<file path="config.mk">
export PLATFORM = sky130hd
export DESIGN_NAME = beacon_period_classifier_top
export DESIGN_NICKNAME = d
export VERILOG_FILES = /design/src/design/bpc_pkg.sv /design/src/design/beacon_period_classifier_top.sv
export SDC_FILE = /design/constraint.sdc
export NUM_CORES = 1
export LEC_CHECK = 0
export BUFFER_PORTS_ARGS = -buffer_cell sky130_fd_sc_hd__buf_2
export CAP_MARGIN = 20
export CELL_PAD_IN_SITES_DETAIL_PLACEMENT = 1
export CELL_PAD_IN_SITES_GLOBAL_PLACEMENT = 1
export CORE_ASPECT_RATIO = 1.75
export CORE_MARGIN = 8
export CORE_UTILIZATION = 45
export DETAILED_ROUTE_END_ITERATION = 8
export PLACE_DENSITY_LB_ADDON = 0.12
export SLEW_MARGIN = 20
export SYNTH_ARGS = -nofsm -noshare
export SYNTH_HDL_FRONTEND = slang
export SYNTH_SLANG_ARGS = --single-unit
</file>
<file path="constraint.sdc">
create_clock -name clk -period 15 [get_ports clk]
set_input_delay 4.5 -clock clk [delete_from_list [all_inputs] [get_ports clk]]
set_output_delay 4.5 -clock clk [all_outputs]
set_load 0.01 [all_outputs]
</file>
<file path="src/design/bpc_pkg.sv">
// shared types, constants and period table for the beacon period classifier
package bpc_pkg;

    localparam int NUM_CLASSES_DEF   = 16;
    localparam int CAPTURE_WIDTH_DEF = 32;

    localparam int TIME_W      = 32;
    localparam int CLASS_W     = 4;
    localparam int HELD_W      = 5;
    localparam int TOL_W       = 10;
    localparam int REPEAT_W    = 4;
    localparam int SILENCE_W   = 16;
    localparam int PERIOD_W    = 16;
    localparam int TABLE_DEPTH = 16;

    localparam int CFG_IDX_W  = 2;
    localparam int CFG_DATA_W = 16;

    // register indexes on the config port
    localparam logic [CFG_IDX_W-1:0] CFG_MATCH_TOLERANCE = 2'd0;
    localparam logic [CFG_IDX_W-1:0] CFG_REPEATS_NEEDED  = 2'd1;
    localparam logic [CFG_IDX_W-1:0] CFG_SILENCE_LIMIT   = 2'd2;

    localparam logic [TOL_W-1:0]     TOL_RESET     = 10'd30;
    localparam logic [REPEAT_W-1:0]  REPEAT_RESET  = 4'd5;
    localparam logic [SILENCE_W-1:0] SILENCE_RESET = 16'd200;

    localparam logic [HELD_W-1:0] NO_CLASS = 5'd16;

    localparam logic FUNC_EDGE = 1'b0;
    localparam logic FUNC_TICK = 1'b1;

    localparam logic KIND_CONFIRMED = 1'b0;
    localparam logic KIND_LOST      = 1'b1;

    localparam int TICKS_PER_US = 40;

    // known periods in capture ticks, longest first
    localparam logic [PERIOD_W-1:0] PERIOD_TABLE [TABLE_DEPTH] = '{
        PERIOD_W'(TICKS_PER_US * 1333), PERIOD_W'(TICKS_PER_US * 1277),
        PERIOD_W'(TICKS_PER_US * 1222), PERIOD_W'(TICKS_PER_US * 1166),
        PERIOD_W'(TICKS_PER_US * 1111), PERIOD_W'(TICKS_PER_US * 1055),
        PERIOD_W'(TICKS_PER_US * 1000), PERIOD_W'(TICKS_PER_US * 944),
        PERIOD_W'(TICKS_PER_US * 889),  PERIOD_W'(TICKS_PER_US * 833),
        PERIOD_W'(TICKS_PER_US * 778),  PERIOD_W'(TICKS_PER_US * 722),
        PERIOD_W'(TICKS_PER_US * 667),  PERIOD_W'(TICKS_PER_US * 611),
        PERIOD_W'(TICKS_PER_US * 556),  PERIOD_W'(TICKS_PER_US * 500)
    };

    typedef struct packed {
        logic              func;
        logic [TIME_W-1:0] capture_time;
    } in_item_t;

    typedef struct packed {
        logic               report_kind;
        logic [CLASS_W-1:0] class_index;
        logic [HELD_W-1:0]  held_class;
    } out_item_t;

endpackage

</file>
<file path="src/design/beacon_period_classifier_top.sv">
// beacon period classifier: period measurement, table match, repeat and loss tracking
//
//  channel | signals                          | direction | carries
//  --------+----------------------------------+-----------+-------------------------------
//  in      | in_valid, in_stall, in_data      | into      | edge capture time or check tick
//  out     | out_valid, out_stall, out_data   | out of    | class confirmed or signal lost
//  cfg     | cfg_valid, cfg_ready, cfg_index, | into      | tolerance, repeats, silence limit
//          | cfg_data                         |           |
//
// one request per cycle while in_stall is low; all work for a request is done in the cycle it is accepted
// a result shows in the output register the cycle after its request is accepted
// in_stall is high only while the output register holds a result and out_stall is high
// reset loads the register defaults and clears all tracking state, no clearing pass
// cfg_ready is always high
module beacon_period_classifier_top #(
    parameter int NUM_CLASSES   = bpc_pkg::NUM_CLASSES_DEF,
    parameter int CAPTURE_WIDTH = bpc_pkg::CAPTURE_WIDTH_DEF
) (
    input  logic                               clk,
    input  logic                               rst_n,
    input  logic                               in_valid,
    output logic                               in_stall,
    input  bpc_pkg::in_item_t                  in_data,
    output logic                               out_valid,
    input  logic                               out_stall,
    output bpc_pkg::out_item_t                 out_data,
    input  logic                               cfg_valid,
    output logic                               cfg_ready,
    input  logic [bpc_pkg::CFG_IDX_W-1:0]      cfg_index,
    input  logic [bpc_pkg::CFG_DATA_W-1:0]     cfg_data
);

    localparam int EXT_W = CAPTURE_WIDTH + 1;

    logic [bpc_pkg::TOL_W-1:0]     tol_reg;
    logic [bpc_pkg::REPEAT_W-1:0]  repeats_reg;
    logic [bpc_pkg::SILENCE_W-1:0] silence_reg;

    logic [CAPTURE_WIDTH-1:0]      prev_capture_reg, prev_capture_next;
    logic [CAPTURE_WIDTH-1:0]      period_reg, period_next;
    logic [bpc_pkg::HELD_W-1:0]    cand_reg, cand_next;
    logic [bpc_pkg::HELD_W-1:0]    prior_reg, prior_next;
    logic [bpc_pkg::REPEAT_W-1:0]  repeat_reg, repeat_next;
    logic [bpc_pkg::HELD_W-1:0]    confirmed_reg, confirmed_next;
    logic [bpc_pkg::SILENCE_W-1:0] ticks_reg, ticks_next;
    logic                          loss_reg, loss_next;

    logic                          out_valid_reg, out_valid_next;
    bpc_pkg::out_item_t            out_data_reg, out_data_next;

    logic                          in_accept;
    logic [CAPTURE_WIDTH-1:0]      cap;
    logic [bpc_pkg::SILENCE_W-1:0] ticks_inc;
    logic                          loss_fire;
    logic [NUM_CLASSES-1:0]        hit;
    logic                          any_hit;
    logic [bpc_pkg::HELD_W-1:0]    hit_idx;
    logic [bpc_pkg::HELD_W-1:0]    cand_cls;
    logic [bpc_pkg::REPEAT_W:0]    count;
    logic                          res_fire;
    bpc_pkg::out_item_t            res;

    assign in_stall  = out_valid_reg && out_stall;
    assign in_accept = in_valid && !in_stall;
    assign cfg_ready = 1'b1;
    assign out_valid = out_valid_reg;
    assign out_data  = out_data_reg;

    assign cap = in_data.capture_time[CAPTURE_WIDTH-1:0];
    assign ticks_inc = (ticks_reg == {bpc_pkg::SILENCE_W{1'b1}}) ? ticks_reg
                                                                 : ticks_reg + 1'b1;
    assign loss_fire = !loss_reg && (ticks_inc >= silence_reg);

    // open window compare against every table period
    always_comb
    begin
        logic [EXT_W-1:0] p_ext;
        logic [EXT_W-1:0] c_ext;
        logic [EXT_W-1:0] t_ext;
        p_ext = {1'b0, period_reg};
        t_ext = EXT_W'(tol_reg);
        for (int i = 0; i < NUM_CLASSES; i++)
        begin
            c_ext  = EXT_W'(bpc_pkg::PERIOD_TABLE[i]);
            hit[i] = (c_ext + t_ext > p_ext) && (c_ext < p_ext + t_ext);
        end
    end

    // first matching entry wins
    always_comb
    begin
        any_hit = 1'b0;
        hit_idx = '0;
        for (int i = NUM_CLASSES - 1; i >= 0; i--)
        begin
            if (hit[i])
            begin
                any_hit = 1'b1;
                hit_idx = bpc_pkg::HELD_W'(i);
            end
        end
    end

    assign cand_cls = any_hit ? hit_idx : cand_reg;
    assign count    = (cand_cls != prior_reg) ? '0
                                              : {1'b0, repeat_reg} + 1'b1;

    always_comb
    begin
        prev_capture_next = prev_capture_reg;
        period_next       = period_reg;
        cand_next         = cand_reg;
        prior_next        = prior_reg;
        repeat_next       = repeat_reg;
        confirmed_next    = confirmed_reg;
        ticks_next        = ticks_reg;
        loss_next         = loss_reg;
        res_fire          = 1'b0;
        res.report_kind   = bpc_pkg::KIND_CONFIRMED;
        res.class_index   = cand_cls[bpc_pkg::CLASS_W-1:0];
        res.held_class    = cand_cls;
        if (in_accept)
        begin
            if (in_data.func == bpc_pkg::FUNC_EDGE)
            begin
                period_next       = cap - prev_capture_reg;
                prev_capture_next = cap;
                ticks_next        = '0;
                loss_next         = 1'b0;
            end
            else
            begin
                ticks_next = ticks_inc;
                if (loss_fire)
                begin
                    loss_next       = 1'b1;
                    cand_next       = bpc_pkg::NO_CLASS;
                    confirmed_next  = bpc_pkg::NO_CLASS;
                    res_fire        = 1'b1;
                    res.report_kind = bpc_pkg::KIND_LOST;
                    res.class_index = '0;
                    res.held_class  = bpc_pkg::NO_CLASS;
                end
                else
                begin
                    cand_next = cand_cls;
                    if (count >= {1'b0, repeats_reg})
                    begin
                        // confirmation leaves the prior candidate untouched
                        repeat_next    = '0;
                        confirmed_next = cand_cls;
                        res_fire       = (cand_cls != bpc_pkg::NO_CLASS);
                    end
                    else
                    begin
                        repeat_next = count[bpc_pkg::REPEAT_W-1:0];
                        prior_next  = cand_cls;
                    end
                end
            end
        end
    end

    always_comb
    begin
        out_valid_next = out_valid_reg;
        out_data_next  = out_data_reg;
        if (out_valid_reg && !out_stall)
        begin
            out_valid_next = 1'b0;
        end
        if (res_fire)
        begin
            out_valid_next = 1'b1;
            out_data_next  = res;
        end
    end

    always_ff @(posedge clk or negedge rst_n)
    begin
        if (!rst_n)
        begin
            tol_reg     <= bpc_pkg::TOL_RESET;
            repeats_reg <= bpc_pkg::REPEAT_RESET;
            silence_reg <= bpc_pkg::SILENCE_RESET;
        end
        else if (cfg_valid && cfg_ready)
        begin
            case (cfg_index)
                bpc_pkg::CFG_MATCH_TOLERANCE: tol_reg     <= cfg_data[bpc_pkg::TOL_W-1:0];
                bpc_pkg::CFG_REPEATS_NEEDED:  repeats_reg <= cfg_data[bpc_pkg::REPEAT_W-1:0];
                bpc_pkg::CFG_SILENCE_LIMIT:   silence_reg <= cfg_data[bpc_pkg::SILENCE_W-1:0];
                default:                      tol_reg     <= tol_reg;
            endcase
        end
    end

    always_ff @(posedge clk or negedge rst_n)
    begin
        if (!rst_n)
        begin
            prev_capture_reg <= '0;
            period_reg       <= '0;
            cand_reg         <= bpc_pkg::NO_CLASS;
            prior_reg        <= bpc_pkg::NO_CLASS;
            repeat_reg       <= '0;
            confirmed_reg    <= bpc_pkg::NO_CLASS;
            ticks_reg        <= '0;
            loss_reg         <= 1'b1;
            out_valid_reg    <= 1'b0;
        end
        else
        begin
            prev_capture_reg <= prev_capture_next;
            period_reg       <= period_next;
            cand_reg         <= cand_next;
            prior_reg        <= prior_next;
            repeat_reg       <= repeat_next;
            confirmed_reg    <= confirmed_next;
            ticks_reg        <= ticks_next;
            loss_reg         <= loss_next;
            out_valid_reg    <= out_valid_next;
        end
    end

    always_ff @(posedge clk)
    begin
        out_data_reg <= out_data_next;
    end

    // an edge rearms loss detection and restarts the silence count
    a_edge_rearms: assert property (@(posedge clk) disable iff (!rst_n)
        in_accept && (in_data.func == bpc_pkg::FUNC_EDGE)
        |=> !loss_reg && (ticks_reg == '0))
        else $error("edge did not rearm loss tracking");

    // a loss report clears both candidate and confirmed class
    a_loss_clears: assert property (@(posedge clk) disable iff (!rst_n)
        in_accept && (in_data.func == bpc_pkg::FUNC_TICK) && loss_fire
        |=> loss_reg && (cand_reg == bpc_pkg::NO_CLASS)
            && (confirmed_reg == bpc_pkg::NO_CLASS))
        else $error("loss report left a class behind");

    // a confirmed result always names a real class that is also the held one
    a_confirm_consistent: assert property (@(posedge clk) disable iff (!rst_n)
        out_valid_reg && (out_data_reg.report_kind == bpc_pkg::KIND_CONFIRMED)
        |-> (out_data_reg.held_class == {1'b0, out_data_reg.class_index}))
        else $error("confirmed class and held class disagree");

    // a fresh result is never loaded over one that is still stalled
    a_no_overwrite: assert property (@(posedge clk) disable iff (!rst_n)
        res_fire |-> !(out_valid_reg && out_stall))
        else $error("result overwrote a stalled output");

endmodule
</file>
==> reports/metrics.csv, run 1 <==
stage,metric,value,unit
run_status,outcome,completed,
clock_tree,CTS sink count,132,
clock_tree,clock-pin slew on the worst setup and hold paths,0.06,ns
clock_tree,Num CTS Buffers,17,
die,I/O Pins,69,
setup_path,Crit-path slowest cell,nand2_1,
pwr,pwr dens,168,mW/mm2
finish,share of post-route cells with drive strength above 1,11.2,%
yosys,Yosys warnings,0,
drt,WL/cell,23.0,um
setup_path,Worst Setup Start Kind,input pin,
yosys,number of synthesized register bits,132,
clock_tree,CTS tree,yes,
global_route,vias in the first global route,14675,
sta,final hold viol count,0,
drt,Vias/cell,6.18,
sta,Final min period,9.42,ns
setup_path,critical path required time,10.50,ns
pwr,share of power burned in registers,20.7,%
setup_path,"Cell Chain, Critical Path",buf_2 -> nand2_1 -> inv_1 -> buf_2,
min_path,Worst Hold Class,reg -> reg,
die,Die W,150,um
yosys,Post-Syn Area per Cell,8.18,um2
setup_path,Reg-to-Reg End,prior_reg[4],
min_path,hold depth,2,
setup_path,CP top delay family,buffers and inverters,
clock_tree,clk buf depth,2,
finish,Register Area,0.00335,mm2
setup_path,worst r2r src,tol_reg[6],
setup_path,Levels on crit path,4,
setup_path,FF-to-FF setup slack,6.36,ns
setup_path,worst reg2reg path depth,25,
yosys,"Distinct cells, synth",91,
min_path,Min-Delay Endpoint,loss_reg,
global_route,largest net degree at the start of global routing,77,
yosys,mapped cell area,0.0141,mm2
clock_tree,Resized Gates After CTS,0,
place,PortBufs,67,
place,hpwl dp,39000,um
yosys,async set or reset register ratio after synthesis,95.5,%
setup_path,Worst path max stage delay,0.13,ns
sta,Layout Skew,0.0134,ns
setup_path,crit path kind,in -> out,
drt,Routed Antenna Nets,0,
setup_path,CP Max Fanout,5,
clock_tree,H-tree levels,4,
sta,Rel. slew slack,35.8,%
drt,detailed router's first-iteration violation count,470,
sta,hold slack,0.472,ns
setup_path,most used cell along the critical path,buf_2,
pwr,P_sw,1.29,mW
global_route,GR Util All Layers,27.2,%
place,routability cong.,0.942,
pwr,VDD IR max,0.0938,mV
drt,Vias,13396,
pwr,Logic pwr share,62.3,%
drt,DRT Pass-1 Iters,4,
clock_tree,Clk Tree Root Cell,clkbuf_16,
global_route,first-pass GRT wire length,79800,um
yosys,Main synth FF type,dfrtp_1,
finish,number of diodes,0,
global_route,total grt overflow,0,
drt,Max Used Layer,met4,
die,Rows,85,
setup_path,CP Buf/Inv Count,3,
flow_run,Max Cap Viol,0,
min_path,min-delay src,loss_reg,
finish,Final nets,2025,
yosys,"Seq/Total Area, Yosys",23.8,%
sta,Max Slew Vio Count,0,
die,Die Y-Extent,250,um
yosys,number of synthesized flops with an enable pin,6,
drt,final wirelength,49700,um
clock_tree,hold buffers post-CTS,0,
sta,RSZ-0062 raised after global routing,false,
clock_tree,clk_lat worst skew,0.44,ns
die,Initial Util,45.6,%
drt,metal3 WL,1420,um
sta,Fmax,0.106,GHz
finish,Layout fillers,3789,
sta,setup violators final,0,
setup_path,CP Data Arrival Time,4.92,ns
sta,setup_tns,0,ns
global_route,antenna violations before repair,0,
setup_path,CP Launch Point,out_stall,
yosys,Mapped Nets,1984,
pwr,clock share of power,16.9,%
pwr,Leakage,7.09,nW
pwr,sw frac,49.8,%
die,Core Region,0.0308,mm2
pwr,Internal,1.30,mW
die,die area,0.0374,mm2
yosys,cells after synthesis,1721,
drt,drt drc,0,
finish,Area growth syn-to-layout,9.67,%
finish,area of the multi-input gates,0.00998,mm2
sta,Slew @ Worst Pin,0.939,ns
sta,final worst path period share,62.8,%
setup_path,crit path capture type,output port,
clock_tree,# Post-CTS Setup Buffers,0,
drt,wl on met1,18500,um
drt,metal2 WL,26200,um
per-layer routing:
layer  GRT usage, %  vias up
li1               -     6337
met1           27.6     6597
met2           49.8      301
met3           3.91      161
met4           18.8        0
met5              0        -
area by class of cell:
cell class / count / share of cell area [%]
Sequential cell: 132 / 21.7
Multi-Input combinational cell: 1393 / 64.7
Tap cell: 391 / 3.17
Timing Repair Buffer: 88 / 3.36
Clock buffer: 22 / 3.15
Inverter: 130 / 3.16
Clock inverter: 10 / 0.803
power groups by stage:
stage	Clock [mW]	Sequential, mW	Combinational [mW]
after global placement	0	0.536	1.54
after floorplan	0	0.494	1.13
after global routing	0.462	0.548	1.79
after detailed placement	0	0.540	1.59
after CTS	0.452	0.534	1.60
final	0.439	0.536	1.61
worst max-delay path by stage:
stage / end / slack (ns)
after detailed placement: in_stall / 5.59
final: in_stall / 5.58
after CTS: in_stall / 5.58
after global placement: in_stall / 5.59
after global routing: in_stall / 5.55
after floorplan: in_stall / 5.82
worst register-to-register path: cells and delay by family (launching register included):
kind | cells | cell delay, ns
adders and majority gates | 2 | 1.00
muxes | 1 | 0.32
and+or+nand+nor | 9 | 2.77
AOI/OAI and AO/OA | 12 | 2.96
buffers and inverters | 1 | 0.75
DFF | 1 | 0.79
logic make-up (layout without fill, tap and decap cells):
kind of cell,Yosys count,in the layout,share of synthesized area [%]
and+or+nand+nor,540,540,19.0
AOI/OAI and AO/OA,508,508,24.1
adders and majority gates,207,207,18.5
buffers and inverters,196,250,5.43
DFF,132,132,23.8
xor gates and xnor gates,102,102,6.40
muxes,35,35,2.76
other,1,1,0.0266
synthesized netlist by cell type (all sizes together), types with 6 or more instances:
cell / count / area (um2)
ha: 205 / 2560
nand2: 183 / 689
inv: 129 / 484
o21ai: 129 / 649
dfrtp: 114 / 2850
a21oi: 105 / 541
nor2: 89 / 337
xnor2: 78 / 691
a21o: 64 / 480
clkbuf: 48 / 180
nand3: 47 / 235
nor3: 39 / 195
nand4: 33 / 206
a31oi: 28 / 190
mux2: 27 / 308
xor2: 24 / 210
and3: 21 / 131
nand2b: 20 / 125
nor2b: 19 / 119
a211oi: 18 / 140
a22o: 18 / 158
buf: 18 / 96.4
o31ai: 18 / 135
o21a: 15 / 113
or2: 15 / 96.4
and2: 14 / 87.6
o211ai: 14 / 110
nor4: 13 / 87.6
or3: 13 / 81.3
dfstp: 12 / 315
o21bai: 10 / 75.1
o22ai: 10 / 68.8
and4: 9 / 78.8
a21boi: 8 / 63.8
mux2i: 8 / 80.1
nor3b: 7 / 52.6
o311ai: 7 / 68.8
a2111oi: 6 / 52.6
a221oi: 6 / 52.6
a41oi: 6 / 52.6
edfxtp: 6 / 180
metrics by stage:
step,utilization (%),area [um2],total power [mW],setup WS [ns],instances
3_5_place_dp,48.0,14800,2.13,5.59,2133
3_3_place_gp,48.0,14800,2.08,5.59,2133
5_1_grt,50.0,15400,2.80,5.55,2166
6_report,50.0,15400,2.59,5.58,2166
4_1_cts,50.0,15400,2.59,5.58,2165
2_1_floorplan,-,14100,1.62,5.82,1721
cell usage in the layout, fill, tap and decap left out, drive strengths merged, types with 28 or more instances in the layout:
cell type and instances:
nand2 183, a31oi 28, buf 88, nor2 89, ha 205, nor3 39
dfrtp 114, nand3 47, o21ai 129, a21oi 105, inv 130, nand4 33
a21o 64, xnor2 78
No activity file was read; power rests on OpenSTA's default activity.
==> inputs of run 2 (changes only) <==
--- a/config.mk
+++ b/config.mk
@@ -11,7 +11,7 @@
 export CELL_PAD_IN_SITES_GLOBAL_PLACEMENT = 1
 export CORE_ASPECT_RATIO = 1.75
 export CORE_MARGIN = 8
-export CORE_UTILIZATION = 45
+export CORE_UTILIZATION = 44
 export DETAILED_ROUTE_END_ITERATION = 8
 export PLACE_DENSITY_LB_ADDON = 0.12
 export SLEW_MARGIN = 20
==> constraint.sdc (replaced) <==
create_clock -name clk -period 7.7 [get_ports clk]
set_input_delay 2.31 -clock clk [delete_from_list [all_inputs] [get_ports clk]]
set_output_delay 2.31 -clock clk [all_outputs]
set_load 0.01 [all_outputs]
==> run 2 against run 1 <==
  * Sequential share of layout area decreased by 0.61 points
  * Worst setup slack got worse by 5.3 ns
  * Cell area increased by 2.9%
  * Combinational power is 120% higher
  * First-iteration DRC count increased by 3.2%
  * Hold slack improved by 0.0020 ns
  * Final cell count is 2.7% higher
  * Highest routed layer unchanged
  * Clock skew about the same
  * Flip-flop and latch count stayed put
  * Routed wire length rose by 12%
==> reports/metrics.csv, run 2 (same netlist as run 1, synthesis figures left out) <==
stage,metric,value,unit
place,PortBufs,67,
pwr,Leakage,7.36,nW
place,routability cong.,0.992,
pwr,share of power burned in registers,19.5,%
pwr,Logic pwr share,64.9,%
min_path,Min-Delay Endpoint,loss_reg,
global_route,GR Util All Layers,29.5,%
drt,final wirelength,55700,um
clock_tree,clock-pin slew on the worst setup and hold paths,0.07,ns
min_path,Worst Hold Class,reg -> reg,
clock_tree,CTS tree,yes,
die,Initial Util,44.6,%
clock_tree,Clk Tree Root Cell,clkbuf_16,
setup_path,most used cell along the critical path,a21o_1,
sta,RSZ-0062 raised after global routing,false,
pwr,P_sw,2.74,mW
global_route,vias in the first global route,14999,
global_route,antenna violations before repair,0,
pwr,pwr dens,337,mW/mm2
sta,Fmax,0.136,GHz
global_route,global routing met2 resource utilization,54.6,%
die,Core Region,0.0315,mm2
min_path,min-delay src,loss_reg,
drt,WL/cell,25.0,um
finish,share of post-route cells with drive strength above 1,14.3,%
setup_path,CP Max Fanout,11,
setup_path,Worst path max stage delay,0.81,ns
place,hpwl dp,45400,um
setup_path,worst r2r src,tol_reg[3],
drt,detailed router's first-iteration violation count,485,
sta,setup_tns,0,ns
drt,DRT Pass-1 Iters,4,
global_route,first-pass GRT wire length,85300,um
run_status,outcome,completed,
clock_tree,CTS sink count,132,
min_path,hold depth,2,
flow_run,Max Cap Viol,0,
sta,setup violators final,0,
die,die area,0.0382,mm2
clock_tree,clk buf depth,2,
clock_tree,Num CTS Buffers,17,
global_route,GR Util met1,27.1,%
setup_path,Crit-path slowest cell,a31oi_1,
die,Die Y-Extent,253,um
setup_path,CP Buf/Inv Count,2,
global_route,layer with the highest usage,met2,
setup_path,Worst Setup Start Kind,flip-flop,
sta,Slew @ Worst Pin,1.09,ns
setup_path,CP Data Arrival Time,7.74,ns
setup_path,worst reg2reg path depth,25,
drt,Vias/cell,6.19,
global_route,largest net degree at the start of global routing,91,
sta,Rel. slew slack,26.7,%
setup_path,FF-to-FF setup slack,0.33,ns
pwr,Internal,2.62,mW
setup_path,CP top delay family,compound AO/OA/AOI/OAI gates,
global_route,global routing met3 resource utilization,4.14,%
finish,Area growth syn-to-layout,12.9,%
die,I/O Pins,69,
finish,number of diodes,0,
pwr,clock share of power,15.6,%
finish,"Design Area, Final",0.0159,mm2
drt,Vias,13783,
setup_path,crit path kind,reg -> reg,
clock_tree,H-tree levels,4,
pwr,VDD IR max,0.229,mV
setup_path,crit path capture type,flip-flop,
pwr,sw frac,51.1,%
sta,final hold viol count,0,
setup_path,Reg-to-Reg End,prior_reg[4],
sta,Max Slew Vio Count,0,
die,Rows,86,
pwr,Pwr Total,5.36,mW
finish,"commonest non-fill, non-tap cell in the layout",ha_1,
global_route,total grt overflow,0,
drt,drt drc,0,
setup_path,critical path required time,8.07,ns
sta,Final min period,7.37,ns
sta,final worst path period share,95.7,%
finish,Final nets,2079,
sta,Layout Skew,0.0136,ns
drt,Routed Antenna Nets,0,
place,Post-DP Area,0.0152,mm2
finish,most frequent cells in the layout,"ha_1 (204), nand2_1 (182), inv_1 (127)",
die,Die W,151,um
setup_path,Levels on crit path,25,
clock_tree,clk_lat worst skew,0.44,ns
==> run 2: worst register-to-register path, delay by kind of cell (launching register included) <==
family	cells	cell delay [ns]
AOI/OAI and AO/OA	14	3.89
and+or+nand+nor	5	1.03
adders and majority gates	2	0.77
DFF	1	0.67
buffers and inverters	2	0.43
muxes	1	0.32
xor gates and xnor gates	1	0.18
==> run 2: timing repair <==
item | CTS | global route
resized for setup | 0 | 11
endpoints found under the setup margin | 0 | 15
setup buffers | 0 | 0
hold buffers | 0 | 0
==> run 2: worst max-delay path by stage <==
stage | startpoint | end | slack (ns)
after floorplan | tol_reg[6] | prior_reg[4] | 0.99
after CTS | tol_reg[4] | prior_reg[4] | 0.01
after global placement | tol_reg[4] | prior_reg[4] | 0.24
after detailed placement | tol_reg[4] | prior_reg[4] | 0.1
final | tol_reg[3] | prior_reg[4] | 0.33
after global routing | tol_reg[3] | prior_reg[4] | 0.01
==> run 2: power by group through the flow <==
stage | Sequential, mW | Clock (mW) | Combinational [mW]
6_report | 1.05 | 0.836 | 3.47
5_1_grt | 1.06 | 0.872 | 3.78
4_1_cts | 1.04 | 0.852 | 3.43
3_5_place_dp | 1.06 | 0 | 3.40
3_3_place_gp | 1.05 | 0 | 3.33
2_1_floorplan | 0.963 | 0 | 2.20
==> run 2: area by class of cell <==
| class | instances | area (um2) |
|---|---|---|
| Sequential cell | 132 | 3350 |
| Clock inverter | 14 | 155 |
| Clock buffer | 18 | 450 |
| Timing Repair Buffer | 142 | 905 |
| Fill cell | 3907 | 15600 |
| Tap cell | 396 | 495 |
| Inverter | 130 | 488 |
| Multi-Input combinational cell | 1393 | 10000 |
==> run 2: stage by stage <==
stage	worst slack, ns	hold slack (ns)	cells	utilization (%)
after floorplan	0.991	0.439	1721	-
after global placement	0.239	0.449	2193	48.3
after detailed placement	0.0968	0.456	2193	48.3
after CTS	0.0131	0.471	2225	50.2
after global routing	0.0118	0.485	2225	50.4
final	0.328	0.474	2225	50.4
==> run 2: metal layers <==
metal / share of wire (%) / up-vias
met4: 9.9 / 0
met1: 34 / 6721
li1: - / 6440
met3: 3.3 / 243
met2: 53 / 379
met5: 0 / -
